$ cat src/hw/rtl/bats_pkg.sv
`timescale 1ns / 1ps

package bats_pkg;

  localparam int TABLE_ENTRIES_DEF = 32;

  // request codes
  localparam logic [2:0] REQ_TICK   = 3'd0;
  localparam logic [2:0] REQ_SET    = 3'd1;
  localparam logic [2:0] REQ_ADD    = 3'd2;
  localparam logic [2:0] REQ_ERASE  = 3'd3;
  localparam logic [2:0] REQ_CLEAR  = 3'd4;
  localparam logic [2:0] REQ_MANUAL = 3'd5;

  // status codes
  localparam logic [1:0] ST_OK        = 2'd0;
  localparam logic [1:0] ST_FULL      = 2'd1;
  localparam logic [1:0] ST_BAD_INDEX = 2'd2;

  // ring modes
  localparam logic [1:0] MODE_WEEKDAYS = 2'd1;
  localparam logic [1:0] MODE_DAILY    = 2'd2;
  localparam logic [2:0] LAST_WORKDAY  = 3'd5;

  // configuration port
  localparam int CFG_IDX_W  = 1;
  localparam int CFG_DATA_W = 4;
  localparam logic [CFG_IDX_W-1:0] REG_RING_MODE    = 1'b0;
  localparam logic [CFG_IDX_W-1:0] REG_RING_SECONDS = 1'b1;
  localparam logic [3:0] RING_SECONDS_RST = 4'd5;

  localparam logic [7:0] BCD_MIN_SEC_MAX = 8'h59;
  localparam logic [7:0] BCD_HOUR_MAX    = 8'h23;

  typedef struct packed {
    logic [2:0] req_type;
    logic [5:0] hour_bcd;
    logic [6:0] minute_bcd;
    logic [6:0] second_bcd;
    logic [2:0] weekday;
    logic [7:0] entry_index;
    logic       manual_on;
  } req_t;

  typedef struct packed {
    logic       bell_on;
    logic [1:0] status;
    logic [5:0] now_hour;
    logic [6:0] now_minute;
    logic [6:0] now_second;
  } rsp_t;

  typedef struct packed {
    logic [5:0] hour;
    logic [6:0] minute;
  } entry_t;

  typedef enum logic [3:0] {
    S_IDLE,
    S_EXEC,
    S_INS_RD,
    S_INS_CMP,
    S_INS_PUT,
    S_DEL_RD,
    S_DEL_WR,
    S_SCAN,
    S_DONE
  } state_t;

  // sort key hour*0x60 + minute, built from shifts
  function automatic logic [12:0] entry_key(input logic [5:0] h, input logic [6:0] m);
    return 13'({h, 6'b0}) + 13'({h, 5'b0}) + 13'(m);
  endfunction

  // one BCD increment; bit 8 flags a wrap past limit (value then zero)
  function automatic logic [8:0] bcd_step(input logic [7:0] v, input logic [7:0] limit);
    logic [7:0] x;
    x = v + ((v[3:0] == 4'h9) ? 8'd7 : 8'd1);
    if (x[7:4] > 4'h9) x = x + 8'h60;
    if (x > limit) return {1'b1, 8'h00};
    return {1'b0, x};
  endfunction

endpackage

$ cat src/hw/rtl/bcd_alarm_table_bell_scheduler_core.sv
`timescale 1ns / 1ps

// BCD clock with a sorted alarm table driving a bell. Each input transaction
// (tick, set time, add entry, erase entry, clear table, manual ring) yields
// exactly one result with the bell state, a status and the clock after it.
// The table sits in a memory with one read and one write port, walked by a
// small sequencer, one transaction at a time. Each transaction makes one pass
// over the valid entries to find a match, after a sorted add or an erase has
// moved the entries behind the insert or erase point by one place.
// Reset empties the table at once through the fill count; no clearing pass.
module bcd_alarm_table_bell_scheduler_core
  import bats_pkg::*;
#(
  parameter int TABLE_ENTRIES = TABLE_ENTRIES_DEF
) (
  input  logic                  clk,
  input  logic                  rst,
  input  logic                  in_valid,
  output logic                  in_stall,
  input  req_t                  in_data,
  output logic                  out_valid,
  input  logic                  out_stall,
  output rsp_t                  out_data,
  input  logic                  cfg_we,
  input  logic [CFG_IDX_W-1:0]  cfg_index,
  input  logic [CFG_DATA_W-1:0] cfg_data
);

  localparam int IDX_W = (TABLE_ENTRIES > 1) ? $clog2(TABLE_ENTRIES) : 1;
  localparam int CNT_W = $clog2(TABLE_ENTRIES + 1);

  state_t state, state_next;
  req_t   req;

  logic [6:0] clk_sec, clk_sec_next;
  logic [6:0] clk_min, clk_min_next;
  logic [5:0] clk_hour, clk_hour_next;
  logic [2:0] clk_wday, clk_wday_next;
  logic       manual_ring, manual_ring_next;
  logic [1:0] ring_mode;
  logic [3:0] ring_seconds;

  logic [CNT_W-1:0] count, count_next;
  logic [CNT_W-1:0] pos, pos_next;
  logic [1:0]       status, status_next;
  logic             match, match_next;
  logic             scan_vld, scan_vld_next;
  logic             out_valid_next;
  rsp_t             out_data_next;

  entry_t           mem [TABLE_ENTRIES];
  entry_t           rd_data, wr_data;
  logic [IDX_W-1:0] rd_addr, wr_addr;
  logic             wr_en;

  logic       full, idx_bad, idx_used, idx_moves, del_more, key_gt, out_free, day_ok;
  logic [8:0] step_s, step_m, step_h;
  entry_t     new_entry;

  assign new_entry = '{hour: req.hour_bcd, minute: req.minute_bcd};
  assign full      = (count == CNT_W'(TABLE_ENTRIES));
  assign idx_bad   = ({1'b0, req.entry_index} >= 9'(TABLE_ENTRIES));
  assign idx_used  = ({1'b0, req.entry_index} < 9'(count));
  assign idx_moves = ({1'b0, req.entry_index} + 9'd1) < 9'(count);
  assign del_more  = ({1'b0, pos} + (CNT_W + 1)'(2)) < {1'b0, count};
  assign key_gt    = entry_key(rd_data.hour, rd_data.minute) >
                     entry_key(new_entry.hour, new_entry.minute);
  assign out_free  = !out_valid || !out_stall;
  assign day_ok    = (ring_mode == MODE_WEEKDAYS && clk_wday <= LAST_WORKDAY) ||
                     (ring_mode == MODE_DAILY);

  assign step_s = bcd_step({1'b0, clk_sec}, BCD_MIN_SEC_MAX);
  assign step_m = bcd_step({1'b0, clk_min}, BCD_MIN_SEC_MAX);
  assign step_h = bcd_step({2'b0, clk_hour}, BCD_HOUR_MAX);

  assign in_stall = (state != S_IDLE);

  // next state
  always_comb begin
    state_next = state;
    unique case (state)
      S_IDLE: if (in_valid) state_next = S_EXEC;
      S_EXEC: begin
        unique case (req.req_type)
          REQ_ADD: begin
            if (full)            state_next = S_SCAN;
            else if (count == '0) state_next = S_INS_PUT;
            else                 state_next = S_INS_RD;
          end
          REQ_ERASE: begin
            if (!idx_bad && idx_used && idx_moves) state_next = S_DEL_RD;
            else                                   state_next = S_SCAN;
          end
          default: state_next = S_SCAN;
        endcase
      end
      S_INS_RD:  state_next = S_INS_CMP;
      S_INS_CMP: state_next = (key_gt && pos > CNT_W'(1)) ? S_INS_RD : S_INS_PUT;
      S_INS_PUT: state_next = S_SCAN;
      S_DEL_RD:  state_next = S_DEL_WR;
      S_DEL_WR:  state_next = del_more ? S_DEL_RD : S_SCAN;
      S_SCAN:    if (pos >= count && !scan_vld) state_next = S_DONE;
      S_DONE:    if (out_free) state_next = S_IDLE;
      default:   state_next = S_IDLE;
    endcase
  end

  // datapath and outputs
  always_comb begin
    clk_sec_next     = clk_sec;
    clk_min_next     = clk_min;
    clk_hour_next    = clk_hour;
    clk_wday_next    = clk_wday;
    manual_ring_next = manual_ring;
    count_next       = count;
    pos_next         = pos;
    status_next      = status;
    match_next       = match;
    scan_vld_next    = scan_vld;
    out_valid_next   = out_valid && out_stall;
    out_data_next    = out_data;
    rd_addr          = pos[IDX_W-1:0];
    wr_addr          = pos[IDX_W-1:0];
    wr_data          = new_entry;
    wr_en            = 1'b0;

    unique case (state)
      S_IDLE: status_next = ST_OK;
      S_EXEC: begin
        unique case (req.req_type)
          REQ_TICK: begin
            clk_sec_next = step_s[6:0];
            if (step_s[8]) begin
              clk_min_next = step_m[6:0];
              if (step_m[8]) clk_hour_next = step_h[5:0];
            end
          end
          REQ_SET: begin
            clk_hour_next = req.hour_bcd;
            clk_min_next  = req.minute_bcd;
            clk_sec_next  = req.second_bcd;
            clk_wday_next = req.weekday;
          end
          REQ_ADD: begin
            if (full) status_next = ST_FULL;
            else      pos_next    = count;
          end
          REQ_ERASE: begin
            if (idx_bad) begin
              status_next = ST_BAD_INDEX;
            end else if (idx_used) begin
              pos_next = CNT_W'(req.entry_index);
              if (!idx_moves) count_next = count - CNT_W'(1);
            end
          end
          REQ_CLEAR:  count_next = '0;
          REQ_MANUAL: manual_ring_next = req.manual_on;
          default: ;
        endcase
      end
      S_INS_RD: rd_addr = IDX_W'(pos - CNT_W'(1));
      S_INS_CMP: begin
        if (key_gt) begin
          wr_en    = 1'b1;
          wr_data  = rd_data;
          pos_next = pos - CNT_W'(1);
        end
      end
      S_INS_PUT: begin
        wr_en      = 1'b1;
        count_next = count + CNT_W'(1);
      end
      S_DEL_RD: rd_addr = IDX_W'(pos + CNT_W'(1));
      S_DEL_WR: begin
        wr_en    = 1'b1;
        wr_data  = rd_data;
        pos_next = pos + CNT_W'(1);
        if (!del_more) count_next = count - CNT_W'(1);
      end
      S_SCAN: begin
        // read one entry per cycle, compare the one read the cycle before
        scan_vld_next = (pos < count);
        if (pos < count) pos_next = pos + CNT_W'(1);
        if (scan_vld && rd_data.hour == clk_hour && rd_data.minute == clk_min)
          match_next = 1'b1;
      end
      S_DONE: begin
        if (out_free) begin
          out_valid_next         = 1'b1;
          out_data_next.bell_on  = (day_ok && match && ({3'b0, ring_seconds} >= clk_sec)) ||
                                   manual_ring;
          out_data_next.status     = status;
          out_data_next.now_hour   = clk_hour;
          out_data_next.now_minute = clk_min;
          out_data_next.now_second = clk_sec;
        end
      end
      default: ;
    endcase

    if (state != S_SCAN && state_next == S_SCAN) begin
      pos_next      = '0;
      scan_vld_next = 1'b0;
      match_next    = 1'b0;
    end
  end

  always_ff @(posedge clk) begin
    if (wr_en) mem[wr_addr] <= wr_data;
    rd_data <= mem[rd_addr];
  end

  always_ff @(posedge clk) begin
    if (rst) begin
      state        <= S_IDLE;
      out_valid    <= 1'b0;
      clk_sec      <= '0;
      clk_min      <= '0;
      clk_hour     <= '0;
      clk_wday     <= 3'd1;
      manual_ring  <= 1'b0;
      count        <= '0;
      ring_mode    <= '0;
      ring_seconds <= RING_SECONDS_RST;
    end else begin
      state       <= state_next;
      out_valid   <= out_valid_next;
      clk_sec     <= clk_sec_next;
      clk_min     <= clk_min_next;
      clk_hour    <= clk_hour_next;
      clk_wday    <= clk_wday_next;
      manual_ring <= manual_ring_next;
      count       <= count_next;
      if (cfg_we) begin
        unique case (cfg_index)
          REG_RING_MODE:    ring_mode    <= cfg_data[1:0];
          REG_RING_SECONDS: ring_seconds <= cfg_data;
          default: ;
        endcase
      end
    end
  end

  always_ff @(posedge clk) begin
    if (state == S_IDLE && in_valid) req <= in_data;
    pos      <= pos_next;
    status   <= status_next;
    match    <= match_next;
    scan_vld <= scan_vld_next;
    out_data <= out_data_next;
  end

endmodule
$ cat config.mk
export PLATFORM = sky130hd
export DESIGN_NAME = bcd_alarm_table_bell_scheduler_core
export DESIGN_NICKNAME = d
export VERILOG_FILES = /design/src/hw/rtl/bats_pkg.sv /design/src/hw/rtl/bcd_alarm_table_bell_scheduler_core.sv
export SDC_FILE = /design/constraint.sdc
export NUM_CORES = 1
export LEC_CHECK = 0
export BUFFER_PORTS_ARGS = -buffer_cell sky130_fd_sc_hd__buf_4
export CORE_MARGIN = 1.5
export CORE_UTILIZATION = 39
export CTS_BUF_LIST = sky130_fd_sc_hd__clkbuf_4 sky130_fd_sc_hd__clkbuf_8 sky130_fd_sc_hd__clkbuf_16
export DETAILED_ROUTE_END_ITERATION = 12
export PLACE_DENSITY = 0.62
export REMOVE_ABC_BUFFERS = 1
export SYNTH_ARGS = -nofsm -noshare
export SYNTH_HDL_FRONTEND = slang
export SYNTH_SLANG_ARGS = --single-unit
$ cat constraint.sdc
create_clock -name clk -period 9.81 [get_ports clk]
set_clock_uncertainty 0.2 [all_clocks]
set_input_delay 0.981 -clock clk [delete_from_list [all_inputs] [get_ports clk]]
set_output_delay 0.981 -clock clk [all_outputs]
set_load 0.05 [all_outputs]
# Word level (Yosys, flattened, before mapping)
# Memory sizes are Yosys's and may differ from the RTL's. A register that Yosys moved wholly into a read port is not among the register bits.
# Cells that the tools add are included.
dict set report op_classes {
  add_sub_neg 16
  n_eq_ne 36
  n_reduce_logical 40
  n_lt_le_gt_ge 16
  n_mux 57
  n_bitwise 1
}
# op n
set op_table {}
lappend op_table {{2-to-1 mux 6 bit} 13}
lappend op_table {{2-to-1 mux 9 bit} 4}
lappend op_table {{one-hot mux 4 bit (9 select lines)} 1}
lappend op_table {{one-hot mux 6 bit (2 select lines)} 3}
lappend op_table {{one-hot mux 7 bit (2 select lines)} 2}
lappend op_table {{adder 12 x 11 -> 13 bit} 2}
lappend op_table {{adder 13 x 7 -> 13 bit} 2}
lappend op_table {{one-hot mux 13 bit (2 select lines)} 1}
lappend op_table {{2-to-1 mux 8 bit} 3}
lappend op_table {{one-hot mux 6 bit (4 select lines)} 1}
lappend op_table {{== test 4 x 3 -> 1 bit, second input constant} 5}
lappend op_table {{2-to-1 mux 3 bit} 6}
lappend op_table {{!= test 3 bit, second input constant} 6}
lappend op_table {{one-hot mux 6 bit (3 select lines)} 1}
lappend op_table {{adder 7 x 3 -> 8 bit} 2}
lappend op_table {{adder 8 x 7 -> 8 bit, second input constant} 2}
lappend op_table {{== test 4 bit, second input constant} 4}
lappend op_table {{> comparator 8 x 7 -> 1 bit, second input constant} 2}
lappend op_table {{AND reduction 2 bit} 7}
lappend op_table {{> comparator 13 bit} 1}
lappend op_table {{2-to-1 mux 13 bit} 1}
lappend op_table {{adder 6 x 1 -> 6 bit, second input constant} 2}
lappend op_table {{logical AND 1 bit} 12}
lappend op_table {{2-to-1 mux 4 bit} 3}
lappend op_table {{51 further kinds} 80}
dict set report word_totals {
  out_inout_bits 25
  wordCells 193
  ramBits 416
  ff_bits 109
  memories 1
}
# name words width read_ports rd_clocked_by_memory_dff write_ports line_no
set mem_list {}
lappend mem_list {mem 32 13 1 1 1 bcd_alarm_table_bell_scheduler_core.sv:51} ;# entry_t mem [TABLE_ENTRIES];

# Logic depth before layout (Yosys ltp)
# Gate-level depths: netlist of run 1.
dict set report depth {
  depth_word 11
  mapped_depth 20
  ltp_nobuf 19
}

# Least setup slack after synthesis of run 1
# No wires, ideal clock.
dict set report synth_path {
  path_kind {reg-to-reg}
  from {reg, netlist name rd_data[6]}
  to {mem mem[0][11] in the netlist's numbering (data pin)}
  n_path_buf 1
  period_less_slack_ps 5147
  t_arrival_ps 4562
  t_required_ps 9225
  slack_ps 4663
  stages_incl_launch_ff 20
  setup_time_ps 385
  path_cell_list {dfxtp_1 -> inv_1 -> fa_1 -> inv_1 -> ha_1 -> fa_1 -> a21oi_1 -> nor2_1 -> nor2_1 -> nor2b_1 -> o21ai_0 -> nand2b_1 -> ha_1 -> nand3_1 -> nor3_1 -> and3_1 -> nor3_1 -> a21oi_1 -> buf_2 -> mux2i_1}
}
# item line_no
set synth_rtl {}
lappend synth_rtl {{end: declaration} bcd_alarm_table_bell_scheduler_core.sv:51}

# Worst setup path after layout of run 1
dict set report layout_path {
  from {reg, netlist name rd_data[7]}
  to {mem mem[7][12] in the netlist's numbering, enable pin}
}
dict set report layout_between {
  elab_chain_len 7
}
# item line_no
set layout_rtl {}
lappend layout_rtl {{adder 12 x 11 -> 13 bit} bats_pkg.sv:72} ;# return 13'({h, 6'b0}) + 13'({h, 5'b0}) + 13'(m);
lappend layout_rtl {{adder 13 x 7 -> 13 bit} bats_pkg.sv:72}
lappend layout_rtl {{> comparator 13 bit} bcd_alarm_table_bell_scheduler_core.sv:66} ;# assign key_gt = entry_key(rd_data.hour, rd_data.minute) >
lappend layout_rtl {{2-to-1 mux 1 bit} bcd_alarm_table_bell_scheduler_core.sv:163} ;# if (key_gt) begin
lappend layout_rtl {{one-hot mux 1 bit (2 select lines)} bcd_alarm_table_bell_scheduler_core.sv:127} ;# unique case (state)
lappend layout_rtl {{2-to-1 mux 1 bit} bcd_alarm_table_bell_scheduler_core.sv:209} ;# if (wr_en) mem[wr_addr] <= wr_data;
lappend layout_rtl {{2-to-1 mux 1 bit (implied by the code)} bcd_alarm_table_bell_scheduler_core.sv:209}
# Every way passes these cells.

==> metrics.md, run 1 <==
| Metric | Value |
|---|---|
| Met1 Use GR | 24.51% |
| # hold bufs at CTS | 0 |
| Core area | 60470 sq um |
| Met2 usage | 29.54% |
| Worst skew pair latency | 0.61 ns |
| # IOs | 70 |
| Final Total Pwr | 8.464 mW |
| Final Cycle Share | 61.30% |
| Worst R2R Setup Slack | 3.80 ns |
| First-pass GRT wire length | 84970 um |
| Yosys warning total | 0 |
| Fmax achieved | 166.3 MHz |
| Residual DRC | 0 |
| CTS buffer count | 55 |
| Final setup fails | 0 |
| Post-synth top flop | edfxtp_1 |
| H-Tree Depth | 2 |
| Vias | 13723 |
| Drt pass-1 iters | 5 |
| Fraction of layout cells with a size suffix above 1 | 20.78% |
| Setup crit start kind | flip-flop |
| Initial antenna violation count | 0 |
| Final count of pins violating max slew | 0 |
| Req. time, crit path | 9.83 ns |
| RSZ-0062 raised after global routing | no |
| Via count of the first global-routing pass | 13614 |
| Status | finished clean |
| Final setup margin | 3.797 ns |
| Tmin final | 6.013 ns |
| Largest net degree at the start of global routing | 62 |
| Layout Nets | 1738 |
| Grt peak-use layer | met2 |
| Initial Util | 39.53% |
| CP endpoint kind | flip-flop |
| Async SR Flop Fraction | 0% |
| Worst Hold Class | reg2reg |
| Buffers on Ports | 68 |
| Clk slew on worst S/H paths | 0.06 ns |
| Height of the die | 250.6 um |
| Synth Register Bits | 536 |
| Post-synthesis cell count | 1512 |
| Final Hold Fails | 0 |
| M3 GR Usage | 2.546% |
| Vias per Instance | 5.652 |
| Total GRT Usage | 17.73% |
| Worst EP arrival | 6.04 ns |
| Fillers | 5235 |
| Power density over cell area | 310.9 nW/um^2 |
| Max VDD drop | 0.1515 mV |
| Clock buffer depth | 3 |
| Sink Count | 536 |
| TritonCTS clock tree | done |
| Synth unique cells | 88 |
| # Post-CTS Setup Buffers | 0 |
| Synthesized cell area | 23900 sq um |
| Post-synth EDFFs | 475 |
| Mean post-synth cell area | 15.81 sq um |
| GRT overflow | 0 |
| DIE WIDTH | 250.6 um |
| Hold slack | 0.2274 ns |
| Drt initial violations | 1173 |
| Slew margin rel. | 13.21% |
| WL final | 55590 um |
| Root Driver | clkbuf_16 |
| Diode count | 0 |
| Max Cap Viol | 0 |
| Leak | 9.133 nW |
| Post-CTS resize count | 0 |
| CP max FO | 13 |
| DIE AREA | 62780 sq um |
| Sum Neg Setup Slack | 0 ns |
| Crit Path Class | reg2reg |
| WL/cell | 22.89 um |
| RePlAce Congestion | 0.8776 |
| Pre-CTS setup slack | 3.713 ns |
| Fraction of the yosys area taken by sequential cells | 64.79% |
| Dpl hpwl | 36400 um |
| Slew @ Worst Pin | 1.297 ns |
| Post-route ant nets | 0 |
| Num rows | 90 |
| Area growth syn-to-layout | 13.90% |
critical path, stage by stage (launching register included):
cell	delay (ns)
dfxtp_1	0.38
inv_1	0.11
fa_1	0.50
inv_1	0.04
ha_1	0.22
fa_1	0.40
a21oi_1	0.16
nor2_1	0.05
nor2_1	0.15
nor2b_1	0.06
o21ai_0	0.14
nand2b_1	0.07
ha_1	0.29
nand3_1	0.11
o31ai_1	0.54
nor2_1	0.22
o31ai_1	0.49
nand2_1	0.41
nor2_1	1.07
metrics by stage:
step                      std cells  instance area, sq um  utilization, %
after floorplan                1440                 23490               -
after global placement         2327                 25320           41.88
after detailed placement       2327                 25320           41.88
after CTS                      2428                 27220           45.02
after global routing           2428                 27220           45.02
final                          2428                 27220           45.02
cells in the final DEF, fill, tap and decap left out, drive strengths merged, types with 8 or more instances in the layout:
cell type	n
a211oi	20
a21o	14
a21oi	61
a22oi	62
and3	9
buf	105
clkbuf	70
clkinv	20
dfxtp	61
edfxtp	475
ha	84
inv	66
mux2	10
mux2i	21
mux4	104
nand2	50
nand2b	8
nand3	38
nand4	23
nor2	86
nor2b	10
nor3	17
nor4	9
o21ai	37
or3	9
xnor2	38
kinds of logic (layout without fill, tap and decap cells):
group,Yosys count,after routing,synth area share [%]
xor+xnor,45,45,1.790
fa+ha+maj,92,92,5.025
buf+inv,137,271,2.759
flops,536,536,64.79
simple gates,290,290,6.402
compound gates,277,277,8.041
mux,135,135,11.20
cell usage after synthesis, drive strengths merged (5+ instances only):
library cell / instances / area share, %
ha: 84 / 4.4
o22ai: 5 / 0.13
o31ai: 7 / 0.22
edfxtp: 475 / 60
nor3: 17 / 0.40
a22oi: 62 / 1.9
a221oi: 7 / 0.26
nor4: 9 / 0.24
a211oi: 20 / 0.63
mux2i: 21 / 0.88
clkbuf: 35 / 0.55
o21ai: 37 / 0.77
inv: 65 / 1.0
nand2: 50 / 0.80
mux2: 10 / 0.47
fa: 7 / 0.59
nor2: 86 / 1.5
dfxtp: 61 / 5.1
a21o: 14 / 0.44
o221ai: 6 / 0.25
and3: 9 / 0.24
o21bai: 5 / 0.16
mux4: 104 / 9.8
xnor2: 38 / 1.5
nor2b: 10 / 0.32
or4: 6 / 0.19
or3: 9 / 0.24
a21oi: 61 / 1.3
xor2: 7 / 0.26
nand3: 38 / 0.80
nand4: 23 / 0.60
buf: 37 / 1.2
o211ai: 5 / 0.16
nand2b: 8 / 0.21
path summary, 6_finish.rpt:
kind / from / to / depth (start not counted)
max: rd_data[7] / mem[7][12] / 18
min: status[1] / out_data[21] / 0
max reg2reg: rd_data[7] / mem[7][12] / 18
min reg2reg: status[1] / out_data[21] / 0
flip-flops by register name, indices dropped and copies added, names as in the netlist, 2 cells and up:
signal and count:
out_data 23, count 6, status 2, req 21
clk_min 7, clk_wday 2, mem 416, pos 6
new_entry 13, clk_hour 6, state 4, ring_mode 2
ring_seconds 4, clk_sec 7, rd_data 13
per-layer routing:
layer / wire length, um / part of all wire [%]
met5: 0 / 0
met4: 1167 / 2.1
met3: 2843 / 5.1
met2: 27360 / 49
met1: 24220 / 44
power by group:
part | internal (mW) | switching [mW]
logic | 1.31 | 1.93
registers | 2.86 | 0.197
clock network | 1.28 | 0.888
total | 5.45 | 3.01
layout make-up:
type | count | area (sq um) | share of cell area (%)
sequential | 536 | 15480 | 56.88
multi-input combinational | 839 | 7828 | 28.75
clock buffer | 70 | 1514 | 5.561
tap | 782 | 978.4 | 3.594
timing repair buffer | 105 | 788.3 | 2.895
clock inverter | 31 | 387.9 | 1.425
inverter | 65 | 244.0 | 0.8962
No activity file was read; power rests on OpenSTA's default activity.
==> run 2, diff against run 1 <==
==> constraint.sdc (replaced) <==
create_clock -name clk -period 5.67 [get_ports clk]
set_clock_uncertainty 0.2 [all_clocks]
set_input_delay 0.567 -clock clk [delete_from_list [all_inputs] [get_ports clk]]
set_output_delay 0.567 -clock clk [all_outputs]
set_load 0.05 [all_outputs]
==> run 2 against run 1 <==
- sequential share of layout area is 1.2 points lower
- highest routed layer unchanged
- critical path type unchanged
- wire length up 2.1%
- register-to-register slack got worse by 3.4 ns
==> metrics.md, run 2 (same netlist as run 1, synthesis figures left out) <==
| Metric | Value |
|---|---|
| Status | finished clean |
| Initial antenna violation count | 1 (+1) |
| First-pass GRT wire length | 86650 um (+2.0%) |
| Core area | 60470 sq um (unchanged) |
| Final setup margin | 0.3776 ns (-3.419 ns) |
| Final Total Pwr | 14.67 mW (+73%) |
| Vias per Instance | 5.608 (-0.77%) |
| Slew margin rel. | 22.07% (+8.9 points) |
| Height of the die | 250.6 um (unchanged) |
| Num rows | 90 (unchanged) |
| # IOs | 70 (unchanged) |
| Max reg flops | 416 (unchanged) |
| R2R depth | 19 (+1) |
| Buffers on Ports | 68 (unchanged) |
| Residual DRC | 0 (unchanged) |
| Worst EP arrival | 5.32 ns (-0.72 ns) |
| R2R Path Start | rd_data[7] |
| Leak | 9.451 nW (+3.5%) |
| Worst Hold Class | in2reg |
| WL final | 56750 um (+2.1%) |
| RePlAce Congestion | 0.8724 (-0.59%) |
| R2R Path End | mem[9][11] |
| Final Hold Fails | 0 (unchanged) |
| Hold slack | 0.04715 ns (-0.1803 ns) |
| Total GRT Usage | 18.16% (+0.44 points) |
| Sum Neg Setup Slack | 0 ns (unchanged) |
| Tmin final | 5.292 ns (-0.7208 ns) |
| Final Non-Filler Cells | 2505 (+3.2%) |
| Worst skew pair latency | 0.65 ns (+0.04 ns) |
| Max VDD drop | 0.3125 mV (+110%) |
| Vias | 14049 (+2.4%) |
| Inst Count DP | 2366 (+1.7%) |
| Final core utilization | 46.01% (+0.99 points) |
| Fmax achieved | 189.0 MHz (+14%) |
| Layout Nets | 1813 (+4.3%) |
| CP max FO | 32 (+19) |
| Min-Delay Path Depth | 3 (+3) |
| TritonCTS clock tree | done |
| CP endpoint kind | flip-flop |
| Hold_sp | cfg_data[3] |
| # Post-CTS Setup Buffers | 0 (unchanged) |
| Final count of pins violating max slew | 0 (unchanged) |
| Crit-path cells | inv_1 > fa_1 > inv_1 > ha_1 > fa_1 > a21oi_1 > nor2_1 > nor2_1 > nor2b_1 > o21ai_0 > nand2b_1 > ha_1 > a21oi_1 > o31ai_1 > buf_4 > nor2_2 > nor3_1 > a21oi_2 > mux2i_4 |
| Via count of the first global-routing pass | 14091 (+3.5%) |
| CTS buffer count | 54 (-1.8%) |
| Final setup fails | 0 (unchanged) |
| Crit Path Class | reg2reg |
| Commonest cells after routing, fill and taps aside | 475 x edfxtp_1, 143 x buf_4, 101 x mux4_2, 84 x ha_1, 83 x nor2_1 |
| Largest net degree at the start of global routing | 42 (-32%) |
| Post-route ant nets | 0 (unchanged) |
| WL/cell | 22.65 um (-1.1%) |
| Final Cycle Share | 93.34% (+32 points) |
| Worst R2R Setup Slack | 0.38 ns (-3.42 ns) |
| RSZ-0062 raised after global routing | no |
| Root Driver | clkbuf_16 |
| Area growth syn-to-layout | 16.42% |
| Endpoint with the worst hold slack | ring_seconds[3] |
| Fraction of layout cells with a size suffix above 1 | 22.23% (+1.5 points) |
| Setup crit start kind | flip-flop |
| Power density over cell area | 527.3 nW/um^2 (+70%) |
| Max Cap Viol | 0 (unchanged) |
| Sink Count | 536 (unchanged) |
| DIE WIDTH | 250.6 um (unchanged) |
| Commonest non-fill, non-tap cell in the layout | edfxtp_1 |
| Initial Util | 39.53% (unchanged) |
| Post-DP Area | 25630 sq um (+1.2%) |
| GRT overflow | 0 (unchanged) |
| DIE AREA | 62780 sq um (unchanged) |
| Drt pass-1 iters | 5 (unchanged) |
| Slew @ Worst Pin | 1.145 ns (-0.1526 ns) |
| H-Tree Depth | 2 (unchanged) |
| Design area | 27830 sq um (+2.2%) |
| Req. time, crit path | 5.70 ns (-4.13 ns) |
| Dpl hpwl | 37760 um (+3.8%) |
| Top reg by flops | mem |
| Diode count | 0 (unchanged) |
| Pre-CTS setup slack | 0.2974 ns (-3.415 ns) |
| Clock buffer depth | 3 (unchanged) |
| Clk slew on worst S/H paths | 0.06 ns (about the same) |
| Drt initial violations | 1209 (+3.1%) |
| CP max-delay cell | mux2i_4 |
| Biggest cell delay along the critical path | 1.00 ns (-0.07 ns) |
| Regs by FF count | mem: 416 flops, out_data: 23 flops, req: 21 flops |
run 2: changes by cell type in the layout (fill, tap and decap cells not counted), moves of 2 or more:
cell,change
buf_4,+38
bufinv_16,-5
clkbuf_8,+4
clkinv_2,-2
clkinv_4,+2
dlygate4sd3_1,+37
run 2: critical path, delay by kind of cell (launching register included):
kind / cells / cell delay, ns
flops: 1 / 0.37
simple gates: 6 / 0.61
compound gates: 5 / 0.92
fa+ha+maj: 4 / 1.46
mux: 1 / 1.00
buf+inv: 3 / 0.32
run 2: worst max-delay path by stage:
stage | startpoint | slack (ns) | end | cells past startpoint
3_3_place_gp | rd_data[7] | 0.38 | mem[23][11] | 19
3_5_place_dp | rd_data[6] | 0.30 | mem[23][11] | 15
2_1_floorplan | pos[1] | -2.20 | rd_data[0] | 8
6_report | rd_data[7] | 0.38 | mem[9][11] | 19
5_1_grt | rd_data[7] | 0.04 | mem[1][11] | 19
4_1_cts | rd_data[7] | 0.23 | mem[9][11] | 15
run 2: layer usage:
metal  share of wire (%)  wire (um)  global-route usage, %  up-vias
met2                  48      27030                  29.36      432
li1                    -          -                      -     6360
met4                 3.1       1755                  6.320        0
met3                 6.2       3496                  3.325       75
met1                  43      24460                  24.67     7182
met5                   0          0                      0        -
run 2: final cells by class:
cell class                 count  area (sq um)
inverter                      65         244.0
fill                        5169         32650
tap                          782         978.4
sequential                   536         15480
timing repair buffer         181          1464
clock buffer                  74          1551
multi-input combinational    839          7830
clock inverter                28         272.8
run 2: timing repair:
| item | in CTS | in global routing |
|---|---|---|
| resized for setup | 0 | 1 |
| hold buffers | 37 | 0 |
| endpoints found under the hold margin | 38 | 0 |
| setup endpoints to repair | 0 | 2 |
run 2: where the power goes:
part,internal (mW),switching [mW]
clock network,2.03,1.56
registers,4.94,0.345
logic,2.43,3.37
total,9.40,5.27
